$ cat src/rtl/bmh_pkg.sv
// Shared types and codes for the binary min-heap core.
// Used by bmh_ctrl, bmh_dpath and binary_min_heap_core; no dependencies.
`default_nettype none

package bmh_pkg;

  localparam int unsigned KeyW    = 32;
  localparam int unsigned HandleW = 9;
  localparam int unsigned FillW   = 10;

  localparam logic ACT_INSERT = 1'b0;
  localparam logic ACT_POP    = 1'b1;

  typedef enum logic [1:0] {
    STATUS_OK    = 2'd0,
    STATUS_EMPTY = 2'd1,
    STATUS_FULL  = 2'd2
  } status_e;

  typedef struct packed {
    logic               action;
    logic [KeyW-1:0]    key;
    logic [HandleW-1:0] handle;
  } in_item_t;

  typedef struct packed {
    logic [KeyW-1:0]    out_key;
    logic [HandleW-1:0] out_handle;
    logic [1:0]         status;
    logic [FillW-1:0]   fill;
  } out_item_t;

  typedef struct packed {
    logic [KeyW-1:0]    key;
    logic [HandleW-1:0] handle;
  } entry_t;

  typedef enum logic [3:0] {
    OP_NONE,
    OP_INS_INIT,
    OP_POP_INIT,
    OP_REJECT_FULL,
    OP_REJECT_EMPTY,
    OP_UP_CHK,
    OP_UP_CMP,
    OP_POP_ROOT,
    OP_POP_LAST,
    OP_DN_L,
    OP_DN_R,
    OP_DN_CMP,
    OP_LOAD_OUT
  } dp_op_e;

  typedef struct packed {
    dp_op_e op;
  } cmd_t;

  typedef struct packed {
    logic full;
    logic empty;
    logic pos_root;
    logic cnt_zero;
    logic up_swap;
    logic left_in;
    logic dn_swap;
  } sts_t;

endpackage

`default_nettype wire

$ cat src/rtl/bmh_ctrl.sv
// Controller of the binary min-heap core: sequences insert and pop transactions.
// Depends on bmh_pkg; commands bmh_dpath through cmd_t and reads sts_t.
`default_nettype none

module bmh_ctrl (
  input  wire           logic clk_i,
  input  wire           logic rst_ni,
  input  wire           logic in_valid_i,
  input  wire           logic in_action_i,
  output logic          in_ready_o,
  output logic          out_valid_o,
  input  wire           logic out_ready_i,
  input  wire bmh_pkg::sts_t sts_i,
  output bmh_pkg::cmd_t cmd_o
);
  import bmh_pkg::*;

  typedef enum logic [8:0] {
    S_IDLE     = 9'b000000001,
    S_UP_CHK   = 9'b000000010,
    S_UP_CMP   = 9'b000000100,
    S_POP_ROOT = 9'b000001000,
    S_POP_LAST = 9'b000010000,
    S_DN_L     = 9'b000100000,
    S_DN_R     = 9'b001000000,
    S_DN_CMP   = 9'b010000000,
    S_DONE     = 9'b100000000
  } state_e;

  state_e state_q, state_d;
  logic   out_valid_q, out_valid_d;

  always_comb begin
    state_d    = state_q;
    cmd_o.op   = OP_NONE;
    in_ready_o = 1'b0;
    out_valid_d = out_valid_q && !out_ready_i;
    unique case (state_q)
      S_IDLE: begin
        in_ready_o = 1'b1;
        if (in_valid_i) begin
          state_d = S_DONE;
          if (in_action_i == ACT_INSERT) begin
            if (sts_i.full) begin
              cmd_o.op = OP_REJECT_FULL;
            end else begin
              cmd_o.op = OP_INS_INIT;
              state_d  = S_UP_CHK;
            end
          end else begin
            if (sts_i.empty) begin
              cmd_o.op = OP_REJECT_EMPTY;
            end else begin
              cmd_o.op = OP_POP_INIT;
              state_d  = S_POP_ROOT;
            end
          end
        end
      end
      S_UP_CHK: begin
        cmd_o.op = OP_UP_CHK;
        state_d  = sts_i.pos_root ? S_DONE : S_UP_CMP;
      end
      S_UP_CMP: begin
        cmd_o.op = OP_UP_CMP;
        state_d  = sts_i.up_swap ? S_UP_CHK : S_DONE;
      end
      S_POP_ROOT: begin
        cmd_o.op = OP_POP_ROOT;
        state_d  = sts_i.cnt_zero ? S_DONE : S_POP_LAST;
      end
      S_POP_LAST: begin
        cmd_o.op = OP_POP_LAST;
        state_d  = S_DN_L;
      end
      S_DN_L: begin
        cmd_o.op = OP_DN_L;
        state_d  = sts_i.left_in ? S_DN_R : S_DONE;
      end
      S_DN_R: begin
        cmd_o.op = OP_DN_R;
        state_d  = S_DN_CMP;
      end
      S_DN_CMP: begin
        cmd_o.op = OP_DN_CMP;
        state_d  = sts_i.dn_swap ? S_DN_L : S_DONE;
      end
      S_DONE: begin
        if (!out_valid_q || out_ready_i) begin
          cmd_o.op    = OP_LOAD_OUT;
          out_valid_d = 1'b1;
          state_d     = S_IDLE;
        end
      end
      default: begin
        state_d = S_IDLE;
      end
    endcase
  end

  always_ff @(posedge clk_i or negedge rst_ni) begin
    if (!rst_ni) begin
      state_q     <= S_IDLE;
      out_valid_q <= 1'b0;
    end else begin
      state_q     <= state_d;
      out_valid_q <= out_valid_d;
    end
  end

  assign out_valid_o = out_valid_q;

endmodule

`default_nettype wire

$ cat config.mk
export PLATFORM = sky130hd
export DESIGN_NAME = bmh_ctrl
export DESIGN_NICKNAME = d
export VERILOG_FILES = /design/src/rtl/bmh_pkg.sv /design/src/rtl/bmh_ctrl.sv
export SDC_FILE = /design/constraint.sdc
export NUM_CORES = 1
export LEC_CHECK = 0
export BUFFER_PORTS_ARGS = -buffer_cell sky130_fd_sc_hd__buf_2
export CELL_PAD_IN_SITES_DETAIL_PLACEMENT = 1
export CELL_PAD_IN_SITES_GLOBAL_PLACEMENT = 1
export CORE_MARGIN = 1.5
export CORE_UTILIZATION = 38
export CTS_BUF_LIST = sky130_fd_sc_hd__clkbuf_16
export CTS_CLUSTER_DIAMETER = 100
export DETAILED_ROUTE_END_ITERATION = 8
export GPL_ROUTABILITY_DRIVEN = 0
export PLACE_DENSITY = 0.72
export RECOVER_POWER = 25
export SKIP_CTS_REPAIR_TIMING = 1
export SLEW_MARGIN = 10
export SYNTH_ARGS = -nofsm -noshare
export SYNTH_HDL_FRONTEND = slang
export SYNTH_SLANG_ARGS = --single-unit
export TNS_END_PERCENT = 1
$ cat constraint.sdc
create_clock -name clk_i -period 2 [get_ports clk_i]
set_input_delay 0.3 -clock clk_i [delete_from_list [all_inputs] [get_ports clk_i]]
set_output_delay 0.3 -clock clk_i [all_outputs]
set_load 0.005 [all_outputs]
# After elaboration in Yosys (flattened, before gate mapping)

Index checks and enable logic that the tools add are counted.

Output and inout bits: 6
Bits in registers: 10
Bits of input ports: 12

Reduce and logical (&&, ||, !) cells: 5
Equal/unequal tests: 11
Multiplexer cells: 20

Operators by type and width:

| cell                                                                  | count |
|---|---|
| 9-bit 2-to-1 mux                                                      | 10 |
| 9-bit case mux with 9 select lines                                    | 1 |
| 4-bit case mux with 9 select lines                                    | 1 |
| 4-bit 2-to-1 mux                                                      | 3 |
| 9-bit by 1-bit equality test with 1-bit output, second input constant | 1 |
| 9-bit by 2-bit equality test with 1-bit output, second input constant | 1 |
| 9-bit by 3-bit equality test with 1-bit output, second input constant | 1 |
| 9-bit by 4-bit equality test with 1-bit output, second input constant | 1 |
| 9-bit by 5-bit equality test with 1-bit output, second input constant | 1 |
| 9-bit by 6-bit equality test with 1-bit output, second input constant | 1 |
| 9-bit by 7-bit equality test with 1-bit output, second input constant | 1 |
| 9-bit by 8-bit equality test with 1-bit output, second input constant | 1 |
| 9-bit equality test, second input constant                            | 1 |
| 2-bit inequality test, second input constant                          | 2 |
| 1-bit 2-to-1 mux                                                      | 3 |
| 3-bit 2-to-1 mux                                                      | 1 |
| 1-bit logical NOT                                                     | 2 |
| 2-bit 2-to-1 mux                                                      | 1 |
| 2-bit AND reduction                                                   | 1 |
| 1-bit logical AND                                                     | 1 |
| 1-bit logical OR                                                      | 1 |

# Logic depth before layout (Yosys ltp)

Depth after elaboration: 4
Gate-level depth with buffers: 6
Depth with buffers taken out: 5

# Worst setup path before layout

Ideal clock, no wire load.

Path type: register to output
From: register state_q[4]
To: output port cmd_o[1] (netlist bit)
Setup slack: 274 ps
Data arrival time: 1426 ps
Required time: 1700 ps
Stages on the path, launching flop included: 7
Path through: dfrtp_1 -> buf_6 -> nor4_1 -> and3_1 -> nand2_1 -> a21oi_1 -> a311o_2

RTL lines:

| element                | line            | RTL |
|---|---|---|
| start, declared        | bmh_ctrl.sv:30  | `state_e state_q, state_d;` |
| start signal, assigned | bmh_ctrl.sv:106 | `state_q <= state_d;` |
| end, declared          | bmh_ctrl.sv:14  | `output bmh_pkg::cmd_t cmd_o` |

==> results.cfg <==
[yosys]
synth_top_area_share_pct = 27.57
synth_warnings = 0
postSynthCellCount = 99
synth_edf_count = 0
synth_fp_nets = 111
synth_cell_type_count = 33
synthMuxAreaShare_pct = 2.757
ys_seq_area_share_pct = 30.78
ys_top_cells_by_area = dfrtp_1 (28%), buf_6 (5.5%), nand2_1 (5.5%)
syn_area_sq_um = 817.0
synthFlopType = dfrtp_1
synth_area_per_cell_sq_um = 8.253
synth-simple-area-share_pct = 36.60
yosysTopAreaCell = dfrtp_1
synth-seq-cells = 10
synth_top_family_by_area = simple AND/OR/NAND/NOR gates
synth_adder_area_share_pct = 0
synth_common_cells = nand2_1 (12), nor2_1 (12), dfrtp_1 (9)
async_flop_share_pct = 100.0
synth-xor-area-share_pct = 5.360
synth_compound_area_share_pct = 14.85

[drt]
postRouteWirelength_mm = 2.298
drtIter0Drc = 6
vias_per_cell = 5.372
drc = 0
wl_per_cell_microns = 15.53
num_vias = 795
antenna_left = 0
dr.pass1.iters = 4

[worst_setup_path]
crit_type = reg -> out
crit_fanout = 5
critPathCaptureType = output pin
critPathRequiredTime_ns = 1.70
critPathLaunchType = flop
crit_arrival_ns = 1.78

[global_routing]
grt_start_max_net_pins = 12
grt_overflow = 0
track_usage_pct = 21.60
grt_antenna_before_repair = 0
grt_first_pass_wirelength_mm = 3.843
grt_pass1_vias = 819

[power]
p_leak_nw = 0.4991
irDropWorstVdd_mv = 0.5298
power.density_nw_per_um2 = 1014

[clock_network]
root_buffer = clkbuf_16
clk_path_buf_depth = 2
clk_pin_slew_ns = 0.04
cts_tree = yes
htreeDepth = 1
cts_made_buffers = 3
insertion_delay_ns = 0.24
cts.sinks = 10

[outcome]
violations = negative setup slack
run_status = complete, but fails checks

[cells_and_area]
area_growth_syn_to_layout_pct = 29.56
antennaDiodeCount = 0
postLayoutCoreUtil_pct = 52.88
drive_above_1_share_pct = 36.36
fill_cells = 252
regArea_sq_um = 254.0
fin_nets = 134
multi_input_area_sq_um = 534.3
fin_cells = 148

[floorplan]
io_pins = 18
start_util_pct = 40.81
die_w_microns = 49.37
coreArea_sq_um = 2002
die_area_sq_um = 2437
die_h_microns = 49.37
rows = 16

[timing]
slew_headroom_pct = 61.55
fin_crit_ns = 2.078
rsz0062_at_grt = true
whs_ns = 0.2337
fin_worst_skew_ns = 0.007158
setup_ws_ns = -0.07753
finalSetupViolCount = 3
tightest_slew_ns = 0.5767
min_period_over_period_pct = 103.9
finalMaxSlewViolations = 0
hold_violations = 0
fmax_ghz = 0.4813
final.setup.tns_ns = -0.1991

[place]
numPortBuffers = 17
dp.cells = 143
dp_hpwl_mm = 1.787

[worst_hold_path]
hp-class = in -> reg

[job]
drv_cap = 0
-- area by class of cell --
type	count	share of cell area, %
Multi-Input combinational cell	80	50.47
Sequential cell	10	24.00
Timing Repair Buffer	26	14.54
Clock buffer	3	7.092
Tap cell	27	3.191
Clock inverter	1	0.3546
Inverter	1	0.3546
-- path summary, 6_finish.rpt --
| path | from | to | slack (ns) | cells after the start |
|---|---|---|---|---|
| worst min register to register | out_valid_o | out_valid_o | 0.57 | 2 |
| min in group asynchronous | rst_ni | state_q[5] | 0.57 | 2 |
| worst max-delay path | state_q[6] | cmd_o[2] | -0.08 | 6 |
| worst min-delay path | sts_i[4] | state_q[2] | 0.23 | 2 |
| worst max register to register | state_q[6] | state_q[8] | 0.12 | 6 |
| max in group asynchronous | rst_ni | state_q[7] | 1.02 | 2 |
-- routing by layer --
metal	track usage, %	wire length [microns]	share of wire (%)	vias up
li1	-	-	-	399
met1	28.01	1141	50	375
met2	34.23	1039	45	16
met3	1.840	51	2.2	5
met4	13.89	66	2.9	0
met5	0	0	0	-
-- worst max-delay path, cell delays in order (launching register included) --
cell and delay, ns:
dfrtp_1 0.42, or4_4 0.59, nor2_4 0.12, nand2_2 0.09
nor2_1 0.10, or3_1 0.11, buf_2 0.10
-- layout by cell type (no fill, tap or decap), types with 2 or more instances in the layout --
cell type	instances
a21oi_1	3
a21oi_2	2
and3_1	2
buf_2	16
buf_4	8
clkbuf_16	3
dfrtp_1	7
dfrtp_2	2
inv_1	2
mux2_2	2
nand2_1	11
nand2b_1	3
nor2_1	12
nor2b_1	4
nor3_1	3
nor3_2	2
nor4b_1	4
o21ai_0	4
o22ai_1	3
or3_1	2
xnor2_1	2
xor2_1	3
-- stage by stage --
stage               area (sq um)   power, W  worst slack [ns]
global route                1059   0.001147           -0.1527
floorplan                  817.0  0.0005326            0.2736
global placement           920.9  0.0006560            0.1167
CTS                        999.7   0.001032           -0.2286
finish                      1059   0.001073          -0.07753
detailed placement         920.9  0.0006649           0.05830
-- where the power goes --
group	total [W]	internal, W	switching, W
combinational	0.000449	0.000197	0.000252
clock	0.000363	0.000262	0.000100
sequential	0.000261	0.000237	0.0000238
total	0.00107	0.000697	0.000376
-- registers in the layout, summed over array words and instances (netlist names) --
| register | cells |
|---|---|
| out_valid_o | 1 |
| state_q | 9 |
-- cell families (layout without fill, tap and decap cells) --
group | count (synthesis) | after routing
compound gates | 19 | 19
xor+xnor | 5 | 5
buf+inv | 9 | 31
flops | 10 | 10
mux | 2 | 2
simple gates | 54 | 54
Power figures use the tool's default switching activity.
